## src/fmbq_pkg.sv

```systemverilog
// Shared opcodes and cell control type for the front/middle/back queue.
package fmbq_pkg;

  // Request opcodes
  localparam logic [2:0] OP_PUSH_FRONT  = 3'd0;
  localparam logic [2:0] OP_PUSH_MIDDLE = 3'd1;
  localparam logic [2:0] OP_PUSH_BACK   = 3'd2;
  localparam logic [2:0] OP_POP_FRONT   = 3'd3;
  localparam logic [2:0] OP_POP_MIDDLE  = 3'd4;
  localparam logic [2:0] OP_POP_BACK    = 3'd5;

  // Width of stored values and of the reported level
  localparam int unsigned DATA_W  = 32;
  localparam int unsigned LEVEL_W = 7;

  // Per-cell control for one accepted beat
  typedef struct packed {
    logic load_in;    // take the pushed value
    logic load_prev;  // shift toward the back: take the front-side neighbor
    logic load_next;  // shift toward the front: take the back-side neighbor
    logic tap;        // this cell holds the popped value
    logic capture;    // refresh the tap register
  } cell_ctrl_t;

endpackage

```

## src/fmbq_cell.sv

```systemverilog
// One storage cell of the queue chain with its tap register for the pop path.
module fmbq_cell (
  input  logic                             clk_i,
  input  fmbq_pkg::cell_ctrl_t             ctrl_i,
  input  logic signed [fmbq_pkg::DATA_W-1:0] value_in_i,
  input  logic signed [fmbq_pkg::DATA_W-1:0] prev_i,
  input  logic signed [fmbq_pkg::DATA_W-1:0] next_i,
  output logic signed [fmbq_pkg::DATA_W-1:0] data_o,
  output logic signed [fmbq_pkg::DATA_W-1:0] leaf_o
);

  logic signed [fmbq_pkg::DATA_W-1:0] data_q, data_d;
  logic signed [fmbq_pkg::DATA_W-1:0] leaf_q, leaf_d;

  // Pick the next stored value: load, shift either way, or hold
  always_comb begin
    data_d = data_q;
    if (ctrl_i.load_in) begin
      data_d = value_in_i;
    end else if (ctrl_i.load_prev) begin
      data_d = prev_i;
    end else if (ctrl_i.load_next) begin
      data_d = next_i;
    end
  end

  // Present the old value only from the cell being popped, zero elsewhere
  always_comb begin
    leaf_d = leaf_q;
    if (ctrl_i.capture) begin
      leaf_d = ctrl_i.tap ? data_q : '0;
    end
  end

  always_ff @(posedge clk_i) begin
    data_q <= data_d;
    leaf_q <= leaf_d;
  end

  assign data_o = data_q;
  assign leaf_o = leaf_q;

endmodule

```

## config.mk

```make
export PLATFORM = sky130hd
export DESIGN_NAME = fmbq_cell
export DESIGN_NICKNAME = d
export VERILOG_FILES = /design/src/fmbq_pkg.sv /design/src/fmbq_cell.sv
export SDC_FILE = /design/constraint.sdc
export NUM_CORES = 1
export LEC_CHECK = 0
export BUFFER_PORTS_ARGS = -buffer_cell sky130_fd_sc_hd__buf_2
export CORE_MARGIN = 2
export CORE_UTILIZATION = 47
export DETAILED_ROUTE_END_ITERATION = 6
export PLACE_DENSITY = 0.84
export SLEW_MARGIN = 5
export SYNTH_ARGS = -nofsm -noshare
export SYNTH_HDL_FRONTEND = slang
export SYNTH_SLANG_ARGS = --single-unit
```

## constraint.sdc

```tcl
create_clock -name clk_i -period 3.05 [get_ports clk_i]
set_input_delay 0.4575 -clock clk_i [delete_from_list [all_inputs] [get_ports clk_i]]
set_output_delay 0.4575 -clock clk_i [all_outputs]
set_load 0.01 [all_outputs]
```

# Word level (Yosys, flattened, before mapping)
# Index checks and enable logic that the tools add are counted.
# totals
reg_bits,64
inputBits,102
output_inout_bits,64
wordCells,6
# op_classes
muxes,3
n_reduce_logical,1
# op_table
cell,count
32-bit two-way mux,3
3-bit nonzero test,1

# Longest topological paths before layout
# Gate-level depths: netlist (run 1).
# logic_depth
word_depth,3
depth_mapped,4

# Worst setup path after synthesis (run 1)
# Ideal clock, no wire load.
# synth_timing
path_kind,input -> register
startpoint,input ctrl_i[3] (netlist name)
endpoint,"register data_q, in the netlist data_o[0], enable pin"
setup_time_ns,0.414
arrival_ns,1.353
required_time_ns,2.636
slack_ns,1.283
cell_stages,2
path_buffers,1
cell_sequence,buf_6 > or3_1
# synth_between
elab_chain_len,1
# synth_lines
element,line_no,rtl
start: declaration,fmbq_cell.sv:4,"input fmbq_pkg::cell_ctrl_t ctrl_i,"
3-bit nonzero test (no source line),n/a,
end signal: assignment,fmbq_cell.sv:36,data_q <= data_d;
end: declaration,fmbq_cell.sv:12,"logic signed [fmbq_pkg::DATA_W-1:0] data_q, data_d;"
# Every way passes these cells.
# A chain may end at the register's enable or synchronous reset.

# Worst setup path after layout (run 1)
# layout_timing
startpoint,input ctrl_i[3] (netlist name)
endpoint,"register data_q, in the netlist data_o[22], enable pin"
# Same word-level chain as after synthesis.

==> metrics.yaml, run 1 <==
status: "finished clean"
crit_buf_inv: 2
report.final.slew_viol_count: 0
num_vias: 2173
postSynthCellCount: 207
viasPerCell: 4.81
combinationalPowerShare_pct: 14.7
root_driver: "sky130_fd_sc_hd__clkbuf_8"
synth_common_cells: "sky130_fd_sc_hd__edfxtp_1 (64), sky130_fd_sc_hd__and2_1 (32), sky130_fd_sc_hd__mux2i_1 (32), sky130_fd_sc_hd__nand2_1 (32), sky130_fd_sc_hd__o21ai_1 (30)"
drive_above_1_share_pct: 48.8
yosys_warnings: 0
detailedPlacementHpwl_um: 4690
clock-skew-final_ns: 0.00752
p_sw_uw: 524
wirelength_um: 6180
num_rows: 28
final_net_count: 474
synth-seq-area-share_pct: 67.5
achievable-frequency_mhz: 704
cts.sinks: 64
rsz0062_at_grt: "no"
floorplan.die_area_mm2: 0.00669
max_clock_buf_depth: 2
ys_async_sr_fraction_pct: 0
type_of_the_worst_min_delay_path: "input port to register"
synth-edff-count: 64
pwr_density_cell_mw_per_mm2: 545
htree_num_levels: 3
post_cts_setup_buffer_count: 0
period_minus_slack_ns: 1.42
cts_hold_repair.buffers: 0
via_count_of_the_first_global_routing_pass: 1946
max_cap_viol_count: 0
layout_worst_path_cycle_share_pct: 46.6
detailedRoute.firstIterationViolations: 107
p_int_mw: 1.59
cp_data_arrival_time_ns: 1.51
drc: 0
final_cell_area_mm2: 0.00388
grt_start_max_net_pins: 65
reg2regPathDepth: 1
start_kind: "input port"
cell_family_contributing_the_most_delay_on_the_critical_path: "simple AND/OR/NAND/NOR gates"
setup-tns-final_ns: 0
critical_path.reg2reg.endpoint: "leaf_o[0]$_SDFFCE_PN0P_"
yosys.cell_count.top_type: "sky130_fd_sc_hd__edfxtp_1"
tightest_slew_ns: 0.702
vdd.ir_drop.worst_v: 0.000300
cts_resized: 0
fin_util_pct: 65.9
synthToLayoutAreaGrowth_pct: 36.4
core-area_mm2: 0.00589
synthDominantCellAreaShare_pct: 67.5
worstReg2RegStart: "data_o[0]$_DFFE_PP_"
grt_antenna_before_repair: 0
detail_route.wl_per_cell_um: 13.7
grt_pass1_wl_um: 8830
clock_power_share_pct: 33.6
buffer_ports.inserted: 165
gp_congestion: 0.874
detail-route-antenna-nets: 0
globalRoute.totalOverflow: 0
cpMaxStageDelayCell: "sky130_fd_sc_hd__or3_1"
finalSetupViolations: 0
criticalPathCategory: "input port to register"
postSynthRegisterBits: 64
hold_path_startpoint: "value_in_i[27]"
globalRouteTotalUtil_pct: 18.6
synthTopCellsByArea: "sky130_fd_sc_hd__edfxtp_1 (68%), sky130_fd_sc_hd__mux2i_1 (11%), sky130_fd_sc_hd__and2_1 (7.0%)"
post_synthesis_average_cell_area_um2: 13.7
die_w_um: 81.8
worst_setup_path_end_kind: "register"
drt_first_pass_iters: 4
synth_fp_nets: 309
clk_latency_ns: 0.33
place_area_mm2: 0.00368
whs_path_depth: 3
tritoncts: "done"
synth.cell_area_mm2: 0.00285
cp_data_required_time_ns: 3.13
clock_transition_at_the_registers_of_the_reported_paths_ns: 0.07
start_util_pct: 48.3
slew_headroom_pct: 53.2
power.leakage_nw: 1.84
pwr-share-seq_pct: 51.8
cts-buffers-inserted: 9
rrSetupSlack_ns: 2.21
timing.hold.worst_endpoint: "data_o[27]$_DFFE_PP_"
finalHoldViolCount: 0
synth_unique_cells: 11
most_area_hungry_cell_type_in_the_yosys_netlist: "sky130_fd_sc_hd__edfxtp_1"
crit_fanout: 19
synth-main-ff-cell: "sky130_fd_sc_hd__edfxtp_1"
crit_chain: "buf_2, or3_1, buf_12"
num_io_pins: 166
switching_share_pct: 24.8
totalPowerFinal_mw: 2.12
antennaDiodeCount: 0
slowest_delay_ns: 0.65
die_h_um: 81.8
## cell usage in the layout, fill, tap and decap left out
cell type / instances
sky130_fd_sc_hd__clkinvlp_4: 2
sky130_fd_sc_hd__nand2_1: 32
sky130_fd_sc_hd__buf_4: 2
sky130_fd_sc_hd__o21ai_0: 2
sky130_fd_sc_hd__clkinv_4: 2
sky130_fd_sc_hd__buf_2: 165
sky130_fd_sc_hd__or3_1: 1
sky130_fd_sc_hd__bufinv_16: 1
sky130_fd_sc_hd__o21ai_1: 30
sky130_fd_sc_hd__and2_1: 32
sky130_fd_sc_hd__edfxtp_1: 64
sky130_fd_sc_hd__mux2i_1: 32
sky130_fd_sc_hd__buf_12: 1
sky130_fd_sc_hd__clkbuf_8: 9
sky130_fd_sc_hd__clkinv_2: 2
## flip-flops by register name, indices dropped and copies added, names as in the netlist
register / count
data_o: 32
leaf_o: 32
## power groups by stage
stage	Combinational [mW]	Clock, mW	Sequential (mW)
6_report	0.310	0.710	1.09
5_1_grt	0.339	0.765	1.10
4_1_cts	0.314	0.723	1.10
3_5_place_dp	0.314	0	1.12
3_3_place_gp	0.305	0	1.11
2_1_floorplan	0.109	0	1.16
## metrics by stage
stage               setup slack, ns  hold WS [ns]  std cells
floorplan                      1.28         0.570        207
global placement               1.32         0.534        436
detailed placement             1.28         0.535        436
CTS                            1.63         0.396        452
global route                   1.61         0.394        452
finish                         1.63         0.411        452
## logic make-up after synthesis
group / after synthesis / synth area share [%]
buf+inv: 14 / 4.09
mux: 32 / 11.3
flops: 64 / 67.5
compound gates: 32 / 5.63
simple gates: 65 / 11.5
## final cells by class
class / instances / area (µm²)
multi-input cells: 129 / 807
flip-flops and latches: 64 / 1920
well taps: 75 / 93.8
clock inverters: 7 / 72.6
fillers: 473 / 2010
repair buffers: 168 / 861
clock buffers: 9 / 124
## worst max path at each step
stage,from,end,slack [ns],cells after the start
final,ctrl_i[3],data_o[22]$_DFFE_PP_,1.63,3
after global routing,ctrl_i[3],data_o[15]$_DFFE_PP_,1.61,3
after CTS,ctrl_i[3],data_o[16]$_DFFE_PP_,1.63,3
after detailed placement,ctrl_i[3],data_o[23]$_DFFE_PP_,1.28,3
after global placement,ctrl_i[3],data_o[20]$_DFFE_PP_,1.32,3
after floorplan,ctrl_i[3],data_o[0]$_DFFE_PP_,1.28,2
## worst min-delay path: stages
cell,delay [ns]
sky130_fd_sc_hd__buf_2,0.07
sky130_fd_sc_hd__nand2_1,0.04
sky130_fd_sc_hd__o21ai_1,0.06
## metal layers
metal,GRT usage [%],routed length (µm)
met2,32.1,3270
met1,19.9,2320
met5,0,0
met4,11.3,159
met3,5.49,427
(Power assumes the default switching activity.)
==> run 2: changes to the inputs <==
- CORE_UTILIZATION: 47 -> 39
- PLACE_DENSITY: 0.84 -> 0.75
- clock period: 3.05 -> 1.2 ns (I/O delays scaled with it)
==> run 2 against run 1 <==
Effect of this change: sequential share of layout area decreased by 0.52 points; clock skew down 0.00061 ns; non-clock buffer count increased by 2; via count is 1.6% lower; power grew to 2.5 times the previous value; combinational power rose to 2.6 times the previous value; cell count is 5.8% higher; routed wire length up 10%; count of clock-buffer cells in the layout rose by 1; highest routed layer unchanged; first-iteration DRC count decreased by 30%; sequential power rose to 2.6 times the previous value.
==> metrics.yaml, run 2 (synthesis gave the netlist of run 1 again) <==
status: "finished clean"
clock_transition_at_the_registers_of_the_reported_paths_ns: 0.07  # about the same
crit_buf_inv: 1  # -1
cp_data_required_time_ns: 1.02  # -2.11 ns
cp_data_arrival_time_ns: 0.93  # -0.58 ns
finalHoldViolCount: 0  # unchanged
place_area_mm2: 0.00373  # +1.4%
period_minus_slack_ns: 1.11
grt_start_max_net_pins: 39  # -40%
worstReg2RegStart: "data_o[18]$_DFFE_PP_"
criticalPathCategory: "register to primary output"
buffer_ports.inserted: 165  # unchanged
detailedPlacementHpwl_um: 5390  # +15%
die_w_um: 89.4  # +9.3%
max_clock_buf_depth: 2  # unchanged
mostFrequentLayoutCell: "sky130_fd_sc_hd__buf_2"
preCtsSetupSlack_ns: -0.0144  # -1.29 ns
num_rows: 31  # +11%
final_cell_area_mm2: 0.00392  # +1.1%
drt_first_pass_iters: 4  # unchanged
slowest_delay_ns: 0.44  # -0.21 ns
placed_cells: 462  # +6.0%
viasPerCell: 4.47  # -7.0%
clk_latency_ns: 0.33  # about the same
final.hold.worst_slack_ns: 0.133  # -0.278 ns
slew_headroom_pct: 71.7  # +19 points
drive_above_1_share_pct: 49.1  # +0.27 points
hold_path_startpoint: "value_in_i[1]"
crit_fanout: 2  # -17
detail-route-antenna-nets: 0  # unchanged
num_vias: 2138  # -1.6%
tritoncts: "done"
report.final.slew_viol_count: 0  # unchanged
antennaDiodeCount: 0  # unchanged
cpMaxStageDelayCell: "sky130_fd_sc_hd__edfxtp_1"
wirelength_um: 6810  # +10%
globalRoute.totalOverflow: 0  # unchanged
layout.cells.most_common_list: "sky130_fd_sc_hd__buf_2 (165), sky130_fd_sc_hd__edfxtp_1 (64), sky130_fd_sc_hd__mux2i_1 (32), sky130_fd_sc_hd__nand2_1 (32), sky130_fd_sc_hd__and2_1 (32)"
start_kind: "register"
num_io_pins: 166  # unchanged
cell_family_contributing_the_most_delay_on_the_critical_path: "flip-flops"
globalRouteTotalUtil_pct: 16.7  # -1.8 points
core-area_mm2: 0.00718  # +22%
cts-buffers-inserted: 9  # unchanged
drc: 0  # unchanged
critical_path.startpoint: "data_o[18]$_DFFE_PP_"
post_cts_setup_buffer_count: 0  # unchanged
root_driver: "sky130_fd_sc_hd__clkbuf_8"
detail_route.wl_per_cell_um: 14.2  # +4.3%
gp_congestion: 0.718  # -18%
synthToLayoutAreaGrowth_pct: 37.8
cts_resized: 0  # unchanged
crit_chain: "buf_2"
detailedRoute.firstIterationViolations: 75  # -30%
worst_setup_path_end_kind: "primary output"
achievable-frequency_mhz: 899
grt_pass1_wl_um: 9830  # +11%
setup-tns-final_ns: 0  # unchanged
postLayoutSetupSlackWorst_ns: 0.0878  # -1.54 ns
clock-skew-final_ns: 0.00691  # -0.000609 ns
layoutNonFillerInstCount: 478  # +5.8%
vdd.ir_drop.worst_v: 0.000492  # +64%
start_util_pct: 39.7  # -8.7 points
max_cap_viol_count: 0  # unchanged
final_net_count: 476  # +0.42%
htree_num_levels: 3  # unchanged
cts.sinks: 64  # unchanged
finalSetupViolations: 0  # unchanged
via_count_of_the_first_global_routing_pass: 2015  # +3.5%
layout_worst_path_cycle_share_pct: 92.7
floorplan.die_area_mm2: 0.00800  # +19%
tightest_slew_ns: 0.424  # -0.278 ns
rsz0062_at_grt: "no"
cts_hold_repair.buffers: 0  # unchanged
grt_antenna_before_repair: 0  # unchanged
pwr_density_cell_mw_per_mm2: 1370  # +150%
die_h_um: 89.4  # +9.3%
power.leakage_nw: 1.85  # +0.38%
type_of_the_worst_min_delay_path: "input port to register"
## run 2: worst paths after layout
kind              slack (ns)  cells after the start                        to
setup / recovery        0.09                      1                data_o[18]
setup reg to reg        0.33                      1  leaf_o[18]$_SDFFCE_PN0P_
hold / removal          0.13                      3       data_o[1]$_DFFE_PP_
hold reg to reg         0.55                      1  leaf_o[22]$_SDFFCE_PN0P_
## run 2: stage by stage
stage	power (mW)	util (%)
3_5_place_dp	3.67	52.0
5_1_grt	5.60	54.6
4_1_cts	5.40	54.6
2_1_floorplan	3.21	-
3_3_place_gp	3.64	52.0
6_report	5.36	54.6
## run 2: layer usage
metal  routed length [µm]  up-vias  GRT usage, %
met5                    0        -             0
met4                  141        0          7.46
met3                  291       13          2.68
met2                 3450       80          27.5
met1                 2930      970          21.9
li1                     -     1075             -
## run 2: area by class of cell
| type | instances | area, µm² |
|---|---|---|
| multi-input cells | 129 | 812 |
| flip-flops and latches | 64 | 1920 |
| clock buffers | 10 | 128 |
| fillers | 645 | 3250 |
| well taps | 99 | 124 |
| repair buffers | 170 | 876 |
| clock inverters | 6 | 60.1 |
## run 2: power by group
group,switching [mW],leakage (nW),internal [mW],total [mW]
clock network,0.802,0.0920,0.948,1.75
registers,0.102,0.670,2.71,2.81
logic,0.408,1.09,0.385,0.794
total,1.31,1.85,4.04,5.36
